$ cat src/design/bfds_pkg.sv
// Shared types and constants for the brute-force discord search block.
package bfds_pkg;

    // Width of a squared distance; all ones means "no neighbour".
    localparam int DIST_W = 41;
    localparam logic [DIST_W-1:0] DIST_NONE = {DIST_W{1'b1}};

    // Width of the configuration register and its reset value.
    localparam int CFG_W = 7;
    localparam logic [CFG_W-1:0] SUBSEQ_LEN_RESET = 7'd16;

    // Cycles from the last issued read to the final best-so-far update.
    localparam int DRAIN_CYCLES = 6;
    localparam int DRAIN_W = $clog2(DRAIN_CYCLES + 1);

    typedef enum logic [1:0] {
        ST_LOAD,
        ST_SEARCH,
        ST_DRAIN,
        ST_OUT
    } state_t;

    // One beat of the comparison pipeline.
    typedef struct packed {
        logic valid;
        logic use_pair;
        logic first_k;
        logic last_k;
        logic row_last;
        logic row_first;
    } beat_t;

    // Commands from the controller to the datapath.
    typedef struct packed {
        logic  wr_en;
        logic  clear;
        logic  set_short;
        beat_t beat;
    } dp_cmd_t;

endpackage

$ cat src/design/bfds_ctrl.sv
// Controller: sample loading, search loop sequencing and result handshake.
module bfds_ctrl
    import bfds_pkg::*;
#(
    parameter int MAX_SERIES_LEN = 1024,
    parameter int MAX_SUBSEQ_LEN = 64
) (
    input  logic                              clk,
    input  logic                              rst_n,
    input  logic                              cfg_wr_en,
    input  logic [CFG_W-1:0]                  cfg_wr_data,
    input  logic                              in_valid,
    input  logic                              last,
    output logic                              in_stall,
    output logic                              out_valid,
    input  logic                              out_stall,
    output dp_cmd_t                           cmd,
    output logic [$clog2(MAX_SERIES_LEN)-1:0] waddr,
    output logic [$clog2(MAX_SERIES_LEN)-1:0] raddr_a,
    output logic [$clog2(MAX_SERIES_LEN)-1:0] raddr_b,
    output logic [$clog2(MAX_SERIES_LEN)-1:0] row_idx
);

    localparam int ADDR_W = $clog2(MAX_SERIES_LEN);
    localparam int CNT_W  = $clog2(MAX_SERIES_LEN + 1);
    localparam int LEN_W  = $clog2(MAX_SUBSEQ_LEN + 1);

    state_t             state_reg, state_next;
    logic [CNT_W-1:0]   count_reg, count_next;
    logic [CFG_W-1:0]   len_reg;
    logic [LEN_W-1:0]   n_reg, n_next;
    logic [CNT_W-1:0]   rows_reg, rows_next;
    logic [ADDR_W-1:0]  i_reg, i_next;
    logic [ADDR_W-1:0]  j_reg, j_next;
    logic [LEN_W-1:0]   k_reg, k_next;
    logic [DRAIN_W-1:0] drain_reg, drain_next;

    logic        in_acc;
    logic        out_acc;
    logic [31:0] eff_wide;
    logic [31:0] m_wide;
    logic [31:0] i_w, j_w, k_w, n_w, rows_w;
    logic        neighbour;
    logic        k_end;
    logic        j_end;
    logic        i_end;
    logic        pair_done;

    always_ff @(posedge clk or negedge rst_n)
    begin
        if (!rst_n)
        begin
            len_reg <= SUBSEQ_LEN_RESET;
        end
        else if (cfg_wr_en)
        begin
            len_reg <= cfg_wr_data;
        end
    end

    always_ff @(posedge clk or negedge rst_n)
    begin
        if (!rst_n)
        begin
            state_reg <= ST_LOAD;
            count_reg <= '0;
            n_reg     <= '0;
            rows_reg  <= '0;
            i_reg     <= '0;
            j_reg     <= '0;
            k_reg     <= '0;
            drain_reg <= '0;
        end
        else
        begin
            state_reg <= state_next;
            count_reg <= count_next;
            n_reg     <= n_next;
            rows_reg  <= rows_next;
            i_reg     <= i_next;
            j_reg     <= j_next;
            k_reg     <= k_next;
            drain_reg <= drain_next;
        end
    end

    always_comb
    begin
        // clamp length: zero acts as one, large values as the maximum
        if (len_reg == '0)
        begin
            eff_wide = 32'd1;
        end
        else if (32'(len_reg) > 32'(MAX_SUBSEQ_LEN))
        begin
            eff_wide = 32'(MAX_SUBSEQ_LEN);
        end
        else
        begin
            eff_wide = 32'(len_reg);
        end

        i_w    = 32'(i_reg);
        j_w    = 32'(j_reg);
        k_w    = 32'(k_reg);
        n_w    = 32'(n_reg);
        rows_w = 32'(rows_reg);

        neighbour = ((j_w + n_w) <= i_w) || (j_w >= (i_w + n_w));
        k_end     = (k_w == (n_w - 32'd1));
        j_end     = (j_w == (rows_w - 32'd1));
        i_end     = (i_w == (rows_w - 32'd1));
        pair_done = !neighbour || k_end;

        in_stall  = (state_reg == ST_SEARCH) || (state_reg == ST_DRAIN)
                    || ((state_reg == ST_OUT) && last);
        out_valid = (state_reg == ST_OUT);
        in_acc    = in_valid && !in_stall;
        out_acc   = out_valid && !out_stall;

        // count after this sample, saturating when the store is full
        if (32'(count_reg) < 32'(MAX_SERIES_LEN))
        begin
            m_wide = 32'(count_reg) + 32'd1;
        end
        else
        begin
            m_wide = 32'(count_reg);
        end

        state_next = state_reg;
        count_next = count_reg;
        n_next     = n_reg;
        rows_next  = rows_reg;
        i_next     = i_reg;
        j_next     = j_reg;
        k_next     = k_reg;
        drain_next = drain_reg;

        cmd        = '0;
        waddr      = count_reg[ADDR_W-1:0];
        raddr_a    = ADDR_W'(i_w + k_w);
        raddr_b    = ADDR_W'(j_w + k_w);
        row_idx    = i_reg;

        unique case (state_reg)
            ST_LOAD, ST_OUT:
            begin
                if (out_acc)
                begin
                    state_next = ST_LOAD;
                end
                if (in_acc)
                begin
                    cmd.wr_en  = (32'(count_reg) < 32'(MAX_SERIES_LEN));
                    count_next = CNT_W'(m_wide);
                    if (last)
                    begin
                        count_next = '0;
                        n_next     = LEN_W'(eff_wide);
                        rows_next  = CNT_W'(m_wide - eff_wide + 32'd1);
                        i_next     = '0;
                        j_next     = '0;
                        k_next     = '0;
                        if (m_wide < eff_wide)
                        begin
                            cmd.set_short = 1'b1;
                            state_next    = ST_OUT;
                        end
                        else
                        begin
                            cmd.clear  = 1'b1;
                            state_next = ST_SEARCH;
                        end
                    end
                end
            end
            ST_SEARCH:
            begin
                cmd.beat.valid     = 1'b1;
                cmd.beat.use_pair  = neighbour;
                cmd.beat.first_k   = (k_reg == '0);
                cmd.beat.last_k    = pair_done;
                cmd.beat.row_last  = pair_done && j_end;
                cmd.beat.row_first = (i_reg == '0);
                if (pair_done)
                begin
                    k_next = '0;
                    if (j_end)
                    begin
                        j_next = '0;
                        if (i_end)
                        begin
                            drain_next = '0;
                            state_next = ST_DRAIN;
                        end
                        else
                        begin
                            i_next = i_reg + ADDR_W'(1);
                        end
                    end
                    else
                    begin
                        j_next = j_reg + ADDR_W'(1);
                    end
                end
                else
                begin
                    k_next = k_reg + LEN_W'(1);
                end
            end
            ST_DRAIN:
            begin
                drain_next = drain_reg + DRAIN_W'(1);
                if (32'(drain_reg) == 32'(DRAIN_CYCLES - 1))
                begin
                    state_next = ST_OUT;
                end
            end
            default:
            begin
                state_next = ST_LOAD;
            end
        endcase
    end

endmodule

$ cat config.mk
export PLATFORM = sky130hd
export DESIGN_NAME = bfds_ctrl
export DESIGN_NICKNAME = d
export VERILOG_FILES = /design/src/design/bfds_pkg.sv /design/src/design/bfds_ctrl.sv
export SDC_FILE = /design/constraint.sdc
export NUM_CORES = 1
export LEC_CHECK = 0
export BUFFER_PORTS_ARGS = -buffer_cell sky130_fd_sc_hd__buf_2
export CORE_ASPECT_RATIO = 0.75
export CORE_UTILIZATION = 45
export CTS_CLUSTER_SIZE = 28
export DETAILED_ROUTE_END_ITERATION = 6
export GPL_TIMING_DRIVEN = 0
export PLACE_DENSITY = 0.66
export SETUP_SLACK_MARGIN = 0.1
export SLEW_MARGIN = 30
export SYNTH_ARGS = -nofsm -noshare
export SYNTH_HDL_FRONTEND = slang
export SYNTH_SLANG_ARGS = --single-unit
export TNS_END_PERCENT = 30
$ cat constraint.sdc
create_clock -name clk -period 4 [get_ports clk]
set_input_delay 0 -clock clk [delete_from_list [all_inputs] [get_ports clk]]
set_output_delay 0 -clock clk [all_outputs]
set_load 0.02 [all_outputs]
==> impl_results.md <==
* Multi-input logic area at 4990 um2
* Worst slew pin tran at 0.829 ns
* Setup ws final at -0.00438 ns
* First-pass GRT wire length at 33000 um
* Initial antenna violation count at 0
* Vias at 6559
* Worst-path cell chain: ha_4, inv_2, fa_2, nor2b_4, o31a_1, o31ai_2, inv_1, o21ai_2, xnor2_1, ha_1, a21o_1, a2111oi_4, a21oi_2, o32a_4, buf_6, nor2_4, nor2_2, buf_6
* Crit-path most repeated cell: buf_6
* Endpoints failing setup at 1
* Gr ovfl total at 0
* Mapped Nets at 933
* Startpoint Class: flop
* Kind of critical path: reg2out
* Warnings, synthesis at 0
* Final Power at 6.48 mW
* # fillers at 1347
* Post-synth top flop: dfrtp_1
* Antenna-violating nets left at 0
* Die width at 145 um
* Syn Area/Cell at 8.29 um2
* Rows at 38
* Maximum VDD drop at 317 uV
* Floorplan Core Area at 14700 um2
* Power Density at 762 nW/um2
* Mapped Cells at 831
* Yosys cell types at 69
* Final Skew at 0.00793 ns
* Ratio of final minimum period to clock period at 1.00
* Crit path DAT at 4.00 ns
* CP required at 4.00 ns
* Commonest non-fill, non-tap cell in the layout: ha_1
* Die area at 15800 um2
* Clk buf depth at 2
* Vias in the first global route at 5983
* IO Port Bufs at 62
* Drt drc at 0
* Placed cell count at 1094
* I/O pins at 64
* Initial core utilization at 0.469
* Average wire per standard cell at 18.4 um
* DR iter-0 viols at 634
* Via density per instance at 5.69
* Largest net degree at the start of global routing at 36
* Max Freq at 250 MHz
* Global Route Usage Sum at 0.277
* Layout cells sized above 1 at 0.218
* Clk_lat worst skew at 0.34 ns
* Unrepaired setup endpoints after global routing: yes
* Clock buffer count from CTS at 9
* Clock root buffer: clkbuf_16
* Final Max Slew Viols at 0
* Post-synth EDFFs at 0
* CP Capture Type: output pin
* Post-DP HPWL at 14900 um
* Area Overhead vs Synth at 23.4%
* Failing checks: negative setup slack
* Status: complete, but fails checks
* Die height at 109 um
* Slowest cell delay on critical path at 0.45 ns
* Slowest cell on crit path: dfrtp_2
* Yosys reg bits at 68
* Finished Layout Cells at 1152
* Cell area after synthesis at 6890 um2
* Min Tclk post-route at 4.00 ns
* Max-Cap Viols at 0
* Fraction of registers with async set/reset at 1.00
* R2r setup slk at 0.03 ns
* Pleak at 3.88 nW
* NumNets Final at 1049
* Routed wire length at 21200 um
* Final GP Congestion at 0.937
* Critical Path Fanout Max at 5
* Max-slew headroom at 0.441
* Final hold violations at 0
* Pre-antenna DRT Iters at 5
* Register Area at 1710 um2
* CTS tree: yes
* H-tree depth at 3
* CTS sink cnt at 68
* Register area share after synthesis at 0.247
* Worst-path clk slew at 0.06 ns
* Ant. Diodes at 0
* Hold WC Path Type: in2reg
* Most frequent cells in the layout: ha_1 (77), nand2_1 (75), inv_1 (65)
==> metal layers <==
layer,routed length (um),GRT usage
met1,10400,0.430
met2,8780,0.395
met3,1770,0.0479
met4,299,0.0526
met5,0,0
==> Yosys cell counts (5+ instances only) <==
cell type / instances / share of area
a21boi_0: 5 / 0.0054
a21o_1: 8 / 0.0087
a21oi_1: 34 / 0.025
a31oi_1: 8 / 0.0073
and3_1: 7 / 0.0064
buf_4: 10 / 0.011
clkbuf_1: 28 / 0.015
dfrtp_1: 67 / 0.24
fa_1: 7 / 0.020
ha_1: 82 / 0.15
inv_1: 69 / 0.038
mux2_2: 10 / 0.016
nand2_1: 76 / 0.041
nand2b_1: 16 / 0.015
nand3_1: 18 / 0.013
nand4_1: 15 / 0.014
nor2_1: 52 / 0.028
nor2b_1: 19 / 0.017
nor3_1: 13 / 0.0094
nor4_1: 9 / 0.0082
o2111ai_1: 5 / 0.0064
o211ai_1: 13 / 0.014
o21a_1: 8 / 0.0087
o21ai_0: 70 / 0.051
o21bai_1: 8 / 0.0087
o22ai_1: 5 / 0.0045
o31ai_1: 13 / 0.014
o32ai_1: 5 / 0.0064
or4_1: 11 / 0.012
xnor2_1: 44 / 0.056
xor2_1: 23 / 0.029
==> per-stage QoR <==
step	TNS (ns)	setup slack, ns	hold slack, ns	utilization	cell area [um2]
6_report	-0.00438	-0.00438	0.0907	0.579	8500
5_1_grt	-1.06	-0.114	0.148	0.579	8500
4_1_cts	0	0.0618	0.105	0.559	8210
3_5_place_dp	-23.70	-1.07	-0.00679	0.509	7480
3_3_place_gp	-21.01	-0.947	0.223	0.507	7460
2_1_floorplan	0	0.0273	-0.296	-	6900
==> critical path: cells and delay by family (launching register included) <==
family / cells / cell delay (ns)
AO/OA/AOI/OAI: 7 / 1.60
adder cells (fa/ha/maj): 3 / 0.69
flip-flops: 1 / 0.45
buffers and inverters: 4 / 0.44
AND/OR/NAND/NOR: 3 / 0.32
XOR/XNOR: 1 / 0.15
==> final cells by class <==
class,instances,share of cell area
multi-input combinational,647,0.586
sequential,68,0.202
timing repair buffer,105,0.0827
inverter,70,0.0313
buffer,46,0.0306
tap,200,0.0294
clock buffer,9,0.0265
clock inverter,7,0.0115
==> repair_timing <==
item                                    in CTS  in global routing
endpoints found under the setup margin      35                 34
hold buffers                                 8                  0
pin swaps                                   20                 56
gates resized for setup                     53                 51
buffers inserted                            20                 12
hold endpoints to repair                    41                  0
cloned                                       2                  1
==> kinds of logic (layout without fill, tap and decap cells) <==
group,Yosys count,in the layout,share of synthesized area
buf+inv,117,237,0.0730
simple gates,262,263,0.195
compound gates,211,211,0.198
flops,68,68,0.247
xor+xnor,70,70,0.0950
mux,14,14,0.0222
fa+ha+maj,89,89,0.169
==> report_power, final <==
group	leakage [nW]	switching (mW)	internal (mW)	total, mW
clock	0.152	0.336	0.549	0.885
sequential	0.875	0.332	0.888	1.22
combinational	2.85	2.51	1.87	4.38
total	3.88	3.17	3.31	6.48
==> final timing paths <==
| check | depth (start not counted) | to | start |
|---|---|---|---|
| max reg2reg | 19 | drain_reg[2] | j_reg[0] |
| min reg2reg | 1 | len_reg[0] | len_reg[0] |
| min | 3 | len_reg[6] | cfg_wr_en |
| max | 18 | cmd[2] | j_reg[0] |
| max in group asynchronous | 3 | j_reg[0] | rst_n |
| min in group asynchronous | 2 | k_reg[0] | rst_n |
Power figures use the tool's default switching activity.
